[src/hw/rtl/lcs_length_engine_macros.svh]
// assertion macros for the lcs length engine
// used by the top level only, expects clk and rst_n in scope
`ifndef LCS_LENGTH_ENGINE_MACROS_SVH
`define LCS_LENGTH_ENGINE_MACROS_SVH

// same-cycle implication, disabled during reset
`define LCS_ASSERT_NOW(lbl, ante, cons, msg) \
  lbl: assert property (@(posedge clk) disable iff (!rst_n) (ante) |-> (cons)) \
    else $error(msg);

// next-cycle implication, disabled during reset
`define LCS_ASSERT_NEXT(lbl, ante, cons, msg) \
  lbl: assert property (@(posedge clk) disable iff (!rst_n) (ante) |=> (cons)) \
    else $error(msg);

`endif

[src/hw/rtl/lcs_pkg.sv]
// shared types and constants for the lcs length engine
// no dependencies
package lcs_pkg;

  localparam int MAX_LEN     = 64;
  localparam int SYMBOL_BITS = 8;

  // field widths of the words
  localparam int SYM_W   = 8;
  localparam int LEN_W   = $clog2(MAX_LEN + 1);
  localparam int SCORE_W = 7;
  localparam int IDX_W   = (MAX_LEN > 1) ? $clog2(MAX_LEN) : 1;

  // command codes
  localparam logic CMD_LOAD    = 1'b0;
  localparam logic CMD_COMPARE = 1'b1;

  typedef struct packed {
    logic             command;
    logic [SYM_W-1:0] symbol;
    logic             last_symbol;
  } in_word_t;

  typedef struct packed {
    logic [SCORE_W-1:0] lcs_length;
    logic               first_overflow;
  } out_word_t;

  // word travelling along the cell chain
  typedef struct packed {
    logic               valid;
    logic               last;
    logic [SYM_W-1:0]   sym;
    logic [SCORE_W-1:0] left;
    logic [SCORE_W-1:0] diag;
  } lcs_wave_t;

endpackage

[src/hw/rtl/lcs_cell.sv]
// one cell of the dp chain: holds one first-string symbol and its row score
// depends on lcs_pkg
module lcs_cell (
  input  logic                     clk,
  input  logic                     rst_n,
  input  logic                     ld_en,
  input  logic [lcs_pkg::SYM_W-1:0] ld_sym,
  input  lcs_pkg::lcs_wave_t       wave_i,
  output lcs_pkg::lcs_wave_t       wave_o
);
  import lcs_pkg::*;

  logic [SYM_W-1:0]   sym_r;
  logic               active_r, active_nxt;
  logic [SCORE_W-1:0] score_r, score_nxt;
  logic               valid_r;
  lcs_wave_t          wave_r, wave_nxt;
  logic               match;
  logic [SCORE_W-1:0] val;

  // dp update for the word passing through
  always_comb begin
    match      = (sym_r[SYMBOL_BITS-1:0] == wave_i.sym[SYMBOL_BITS-1:0]);
    val        = match ? (wave_i.diag + SCORE_W'(1))
                       : ((wave_i.left > score_r) ? wave_i.left : score_r);
    score_nxt  = score_r;
    active_nxt = active_r;
    wave_nxt   = wave_i;
    if (wave_i.valid && active_r) begin
      wave_nxt.left = val;
      wave_nxt.diag = score_r;
      score_nxt     = wave_i.last ? '0 : val;
    end
    // an unloaded cell hands the left score straight on
    if (wave_i.valid && wave_i.last) begin
      active_nxt = 1'b0;
    end
    if (ld_en) begin
      active_nxt = 1'b1;
    end
  end

  // stored symbol and wave payload, no reset needed
  always_ff @(posedge clk) begin
    if (ld_en) begin
      sym_r <= ld_sym;
    end
    wave_r <= wave_nxt;
  end

  // cell control state and score
  always_ff @(posedge clk) begin
    if (!rst_n) begin
      active_r <= 1'b0;
      score_r  <= '0;
      valid_r  <= 1'b0;
    end else begin
      active_r <= active_nxt;
      score_r  <= score_nxt;
      valid_r  <= wave_nxt.valid;
    end
  end

  always_comb begin
    wave_o       = wave_r;
    wave_o.valid = valid_r;
  end

endmodule

[src/hw/rtl/lcs_length_engine.sv]
// lcs length engine: the last second-string word travels the full cell chain, one cell per cycle,
// and its result is registered into the result slot at the end of the chain
// throughput: one word per cycle while loading and while streaming the second string
// after a last second-string word, in_ready stays low until the result word is taken
// reset (synchronous, rst_n low) clears lengths, flags, cell scores and valid bits
// depends on lcs_pkg, lcs_cell and lcs_length_engine_macros.svh
`include "lcs_length_engine_macros.svh"

module lcs_length_engine (
  input  logic              clk,
  input  logic              rst_n,
  input  logic              in_valid,
  output logic              in_ready,
  input  lcs_pkg::in_word_t in_data,
  output logic              out_valid,
  input  logic              out_ready,
  output lcs_pkg::out_word_t out_data
);
  import lcs_pkg::*;

  logic               busy_r, busy_nxt;
  logic [LEN_W-1:0]   first_length_r, first_length_nxt;
  logic               first_closed_r, first_closed_nxt;
  logic               overflow_r, overflow_nxt;
  logic               res_ovf_r, res_ovf_nxt;
  logic               out_valid_r, out_valid_nxt;
  out_word_t          out_data_r, out_data_nxt;
  logic               acc;
  logic               load_ok;
  logic [MAX_LEN-1:0] ld_vec;
  lcs_wave_t          wave [MAX_LEN+1];
  logic               end_hit;
  logic               job_end;
  logic               store_open;

  assign in_ready  = !busy_r;
  assign acc       = in_valid && in_ready;
  assign out_valid = out_valid_r;
  assign out_data  = out_data_r;

  // load decode, one cell per first-string word
  assign load_ok = acc && (in_data.command == CMD_LOAD) && !first_closed_r
                   && (first_length_r < LEN_W'(MAX_LEN));
  assign ld_vec  = load_ok ? (MAX_LEN'(1) << first_length_r[IDX_W-1:0]) : '0;

  // word entering the chain
  always_comb begin
    wave[0].valid = acc && (in_data.command == CMD_COMPARE);
    wave[0].last  = in_data.last_symbol;
    wave[0].sym   = in_data.symbol;
    wave[0].left  = '0;
    wave[0].diag  = '0;
  end

  // the cell chain
  for (genvar j = 0; j < MAX_LEN; j++) begin : g_cell
    lcs_cell u_cell (
      .clk    (clk),
      .rst_n  (rst_n),
      .ld_en  (ld_vec[j]),
      .ld_sym (in_data.symbol),
      .wave_i (wave[j]),
      .wave_o (wave[j+1])
    );
  end

  assign end_hit = wave[MAX_LEN].valid && wave[MAX_LEN].last;

  // string bookkeeping and result slot
  always_comb begin
    first_length_nxt = first_length_r;
    first_closed_nxt = first_closed_r;
    overflow_nxt     = overflow_r;
    res_ovf_nxt      = res_ovf_r;
    busy_nxt         = busy_r;
    out_valid_nxt    = out_valid_r;
    out_data_nxt     = out_data_r;
    if (acc) begin
      unique case (in_data.command)
        CMD_LOAD: begin
          if (!first_closed_r) begin
            if (first_length_r < LEN_W'(MAX_LEN)) begin
              first_length_nxt = first_length_r + LEN_W'(1);
            end else begin
              overflow_nxt = 1'b1;
            end
            if (in_data.last_symbol) begin
              first_closed_nxt = 1'b1;
            end
          end
        end
        CMD_COMPARE: begin
          first_closed_nxt = 1'b1;
          if (in_data.last_symbol) begin
            res_ovf_nxt      = overflow_r;
            first_length_nxt = '0;
            first_closed_nxt = 1'b0;
            overflow_nxt     = 1'b0;
            busy_nxt         = 1'b1;
          end
        end
        default: ;
      endcase
    end
    if (end_hit) begin
      out_valid_nxt               = 1'b1;
      out_data_nxt.lcs_length     = wave[MAX_LEN].left;
      out_data_nxt.first_overflow = res_ovf_r;
    end else if (out_valid_r && out_ready) begin
      out_valid_nxt = 1'b0;
      busy_nxt      = 1'b0;
    end
  end

  // payload registers
  always_ff @(posedge clk) begin
    out_data_r <= out_data_nxt;
    res_ovf_r  <= res_ovf_nxt;
  end

  // control registers
  always_ff @(posedge clk) begin
    if (!rst_n) begin
      busy_r         <= 1'b0;
      first_length_r <= '0;
      first_closed_r <= 1'b0;
      overflow_r     <= 1'b0;
      out_valid_r    <= 1'b0;
    end else begin
      busy_r         <= busy_nxt;
      first_length_r <= first_length_nxt;
      first_closed_r <= first_closed_nxt;
      overflow_r     <= overflow_nxt;
      out_valid_r    <= out_valid_nxt;
    end
  end

  // last second-string word taken, and store empty and open for loading
  assign job_end    = wave[0].valid && wave[0].last;
  assign store_open = (first_length_r == '0) && !first_closed_r;

  // checks
  `LCS_ASSERT_NOW(a_out_needs_job, out_valid_r, busy_r, "result word without pending job")
  `LCS_ASSERT_NOW(a_slot_free, end_hit, !out_valid_r && busy_r, "result arrived at full slot")
  `LCS_ASSERT_NOW(a_load_onehot, 1'b1, $onehot0(ld_vec), "more than one cell loaded")
  `LCS_ASSERT_NEXT(a_job_reopen, job_end, store_open && busy_r, "loading not reopened after job")

endmodule

[config.mk]
export PLATFORM = sky130hd
export DESIGN_NAME = lcs_length_engine
export DESIGN_NICKNAME = d
export VERILOG_FILES = /design/src/hw/rtl/lcs_pkg.sv /design/src/hw/rtl/lcs_cell.sv /design/src/hw/rtl/lcs_length_engine.sv
export VERILOG_INCLUDE_DIRS = /design/src /design/src/hw/rtl
export SDC_FILE = /design/constraint.sdc
export NUM_CORES = 2
export LEC_CHECK = 0
export BUFFER_PORTS_ARGS = -buffer_cell sky130_fd_sc_hd__buf_4
export CAP_MARGIN = 25
export CORE_UTILIZATION = 35
export CTS_BUF_LIST = sky130_fd_sc_hd__clkbuf_8 sky130_fd_sc_hd__clkbuf_16
export CTS_CLUSTER_SIZE = 16
export DETAILED_ROUTE_END_ITERATION = 12
export HOLD_SLACK_MARGIN = 0.02
export SKIP_CTS_REPAIR_TIMING = 1
export SYNTH_ARGS = -nofsm -noshare
export SYNTH_HDL_FRONTEND = slang
export SYNTH_SLANG_ARGS = --single-unit
[constraint.sdc]
create_clock -name clk -period 3.2 [get_ports clk]
set_input_delay 0.16 -clock clk [delete_from_list [all_inputs] [get_ports clk]]
set_output_delay 0.16 -clock clk [all_outputs]
set_load 0.05 [all_outputs]
==> summary.txt <==
Placement
  • # port buffers: 23
  • GP Congestion: 0.879
  • Final HPWL DP: between 150 and 200 mm

Synthesis
  • EDFF count, synth: around 520
  • Syn Nets: 11200
  • Top FF cell, synth: dfxtp_1
  • Register area share after synthesis: 0.519
  • Post-synth top area cell: dfxtp_1
  • Cells after synthesis: 10700
  • Ys Warns: 0
  • Netlist cell types: 74
  • Cell Area, Synth: roughly 110000 um2
  • Share of the synthesized area in the top cell type: 0.375
  • Area contributors post-synth: dfxtp_1 (38%), edfxtp_1 (14%), ha_1 (5.9%)
  • Synth Area per Inst: about 10 um2
  • Commonest cells post-synth: dfxtp_1 (2044), nand2_1 (892), o21ai_0 (667)
  • #FFs+latches synth: roughly 2600
  • Async S/R FF share, synth: 0
  • Most frequent cell after synthesis: dfxtp_1

Timing
  • Worst-Margin Slew: 1070 ps
  • Setup TNS: 0 ps
  • Max frequency: 415 MHz
  • Rel. slew slack: 0.283
  • Final worst path period need: 2410 ps
  • Fin. max-slew vios: 0
  • Final Hold Fails: 0
  • Clk_skew: approximately 50 ps
  • RSZ-0062 raised after global routing: no
  • Final setup viols: 0
  • Period utilization: 0.754

Setup path
  • Worst path cell trace: nor3_1 > and2_1 > nand3_1 > nor2_1 > buf_4
  • Worst Path Required: 3700 ps
  • Worst r2r dst: g_cell[40].u_cell.sym_r[1]$_DFFE_PP_
  • CP arrival: 2910 ps
  • Maximum fanout along the worst path: 9
  • CP max stage delay: 570 ps
  • Path depth of the worst reg2reg path: 5
  • CP bufs+invs: 1
  • Slowest-stage cell, CP: nand3_1
  • Flop2flop setup slack: 790 ps
  • Cell family with most CP delay: simple AND/OR/NAND/NOR gates
  • Crit end category: register
  • Critical path class: register to register
  • Crit path launch type: register
  • Reg-to-Reg Start: first_closed_r$_SDFFE_PN0N_

GRT
  • Vias in the first global route: 78600
  • Antenna violations before repair: 7
  • Largest net degree at the start of global routing: 71
  • GRT Overall Usage: 0.166
  • GR Overflow Total: 0
  • Global-route wire length before repair: 433 mm

Pwr
  • Worst IR Drop VDD: 0.000386 V
  • Pleak: 43.0 nW
  • Pwr Density: 543 nW/um2
  • PnR Total Power: between 0.06 and 0.07 W

CTS
  • CTS tree: done
  • Inserted Clock Buffers: 278
  • Clock Latency Late Sink: approximately 830 ps
  • Clock slew at reported path FFs: 60 ps
  • H-tree depth: 5
  • CTS Buffer Depth: 4
  • Root buffer cell: clkbuf_16
  • TritonCTS Sinks: about 2600

Floorplanning
  • Rows: 204
  • Starting Density: 0.352
  • Die ar.: 314000 um2
  • Core box area: 309000 um2
  • Die X-Extent: 560 um
  • Io pins: 24
  • Die height: about 560 um

Routing
  • Via density: 5.36
  • Post-DR wirelength/cell: 17.8 um
  • Via Count: 81700
  • Post-route ant nets: 0
  • Drt pass-1 iters: 6
  • 1st-iter DRT viols: ~6700
  • DRT Wirelength: 271 mm
  • Number of remaining DRC errors: 0

Worst hold path
  • Worst hold path type: primary input to register
  • Worst Hold Endpoint: g_cell[0].u_cell.wave_o[22]$_DFF_P_
  • Hold path depth: 2
  • Min-delay src: in_data[0]

Cells and area
  • Fin nets: between 10000 and 15000
  • Area delta synth->final: 13.8%
  • Share of layout cells above drive strength 1: 0.0699

Run
  • Number of max-cap violations: 0

Status
  • Status: finished, final reports clean
==> per-layer routing <==
metal / up-vias / routed length (um) / track usage
li1: 40200 / - / -
met1: 38600 / 128000 / 0.233
met2: 2543 / 122000 / 0.267
met3: 447 / 14400 / 0.0212
met4: 2 / 7270 / 0.0506
met5: - / 9 / 0
==> worst max-delay path by stage <==
stage / startpoint / cells after the start / endpoint / slack, ps
after floorplan: first_closed_r$_SDFFE_PN0N_ / 5 / g_cell[48].u_cell.sym_r[0]$_DFFE_PP_ / 1130
after global placement: first_closed_r$_SDFFE_PN0N_ / 5 / g_cell[40].u_cell.sym_r[7]$_DFFE_PP_ / 730
after detailed placement: first_closed_r$_SDFFE_PN0N_ / 5 / g_cell[40].u_cell.sym_r[1]$_DFFE_PP_ / 800
after CTS: first_closed_r$_SDFFE_PN0N_ / 5 / g_cell[40].u_cell.sym_r[1]$_DFFE_PP_ / 760
after global routing: first_closed_r$_SDFFE_PN0N_ / 5 / g_cell[40].u_cell.sym_r[0]$_DFFE_PP_ / 530
final: first_closed_r$_SDFFE_PN0N_ / 5 / g_cell[40].u_cell.sym_r[1]$_DFFE_PP_ / 790
==> state kept, by name, summed over array words and instances, names as in the netlist <==
register and flops:
first_closed_r 1, out_valid 1, g_cell.u_cell.score_r 448, g_cell.u_cell.active_r 64, overflow_r 1, res_ovf_r 1
out_data 8, first_length_r 7, busy_r 1, g_cell.u_cell.valid_r 64, g_cell.u_cell.wave_o 1457, g_cell.u_cell.sym_r 512
==> where the power goes <==
part	total, W	leakage [nW]	switching, W	internal [W]
registers	0.0336	21.3	0.000296	0.0333
clock network	0.0324	4.82	0.0130	0.0194
logic	0.00133	16.9	0.000860	0.000465
total	0.0673	43.0	0.0141	0.0532
==> cells in the final DEF (no fill, tap or decap), drive strengths merged, types with 31 or more instances in the layout <==
| cell | count |
|---|---|
| o2bb2ai | 139 |
| a32o | 123 |
| and2 | 245 |
| edfxtp | 521 |
| or2 | 58 |
| clkbuf | 318 |
| o21ai | 726 |
| nor2 | 220 |
| nand3 | 246 |
| o31a | 72 |
| nand4 | 202 |
| o311ai | 56 |
| nor3b | 65 |
| o21a | 68 |
| o22ai | 221 |
| clkinv | 78 |
| nor3 | 397 |
| xnor2 | 646 |
| a31oi | 541 |
| nand2 | 894 |
| o31ai | 60 |
| a21oi | 516 |
| o22a | 332 |
| inv | 668 |
| nand3b | 111 |
| dfxtp | 2044 |
| or3 | 59 |
| xor2 | 154 |
| buf | 238 |
| ha | 510 |
| a31o | 63 |
| and3 | 40 |
| o32ai | 118 |
| a21boi | 70 |
| and4 | 31 |
==> per-stage QoR <==
step           utilization  area [um2]  setup WS (ps)  instances  hold WS [ps]
2_1_floorplan            -      109000           1130      10700           188
3_3_place_gp         0.370      115000            729      14700           354
3_5_place_dp         0.370      115000            803      14700           355
4_1_cts              0.401      124000            758      15200          -543
5_1_grt              0.401      124000            528      15200          50.3
6_report             0.401      124000            789      15200          46.5
==> cell families (layout without fill, tap and decap cells) <==
family | count (synthesis) | count (layout) | synth area share
DFF | 2565 | 2565 | 0.519
adders and majority gates | 510 | 510 | 0.0585
xor gates and xnor gates | 800 | 800 | 0.0643
muxes | 8 | 8 | 0.000815
AOI/OAI and AO/OA | 3249 | 3249 | 0.201
and+or+nand+nor | 2635 | 2635 | 0.123
other | 0 | 2 | 0
buffers and inverters | 946 | 1356 | 0.0337
==> area by class of cell <==
class	instances	area [um2]
clock inverter	183	1680
clock buffer	318	7660
inverter	603	2260
multi-input combinational	7202	48800
tap	4120	5150
fill	30100	185000
antenna	2	5.00
timing repair buffer	252	1980
sequential	2565	56600
==> worst register-to-register path, cell delays in order, from the launching register on <==
cell	delay [ps]
dfxtp_1	320
nor3_1	370
and2_1	310
nand3_1	570
nor2_1	300
buf_4	210
Note: power is estimated with default switching activity, not from simulation.
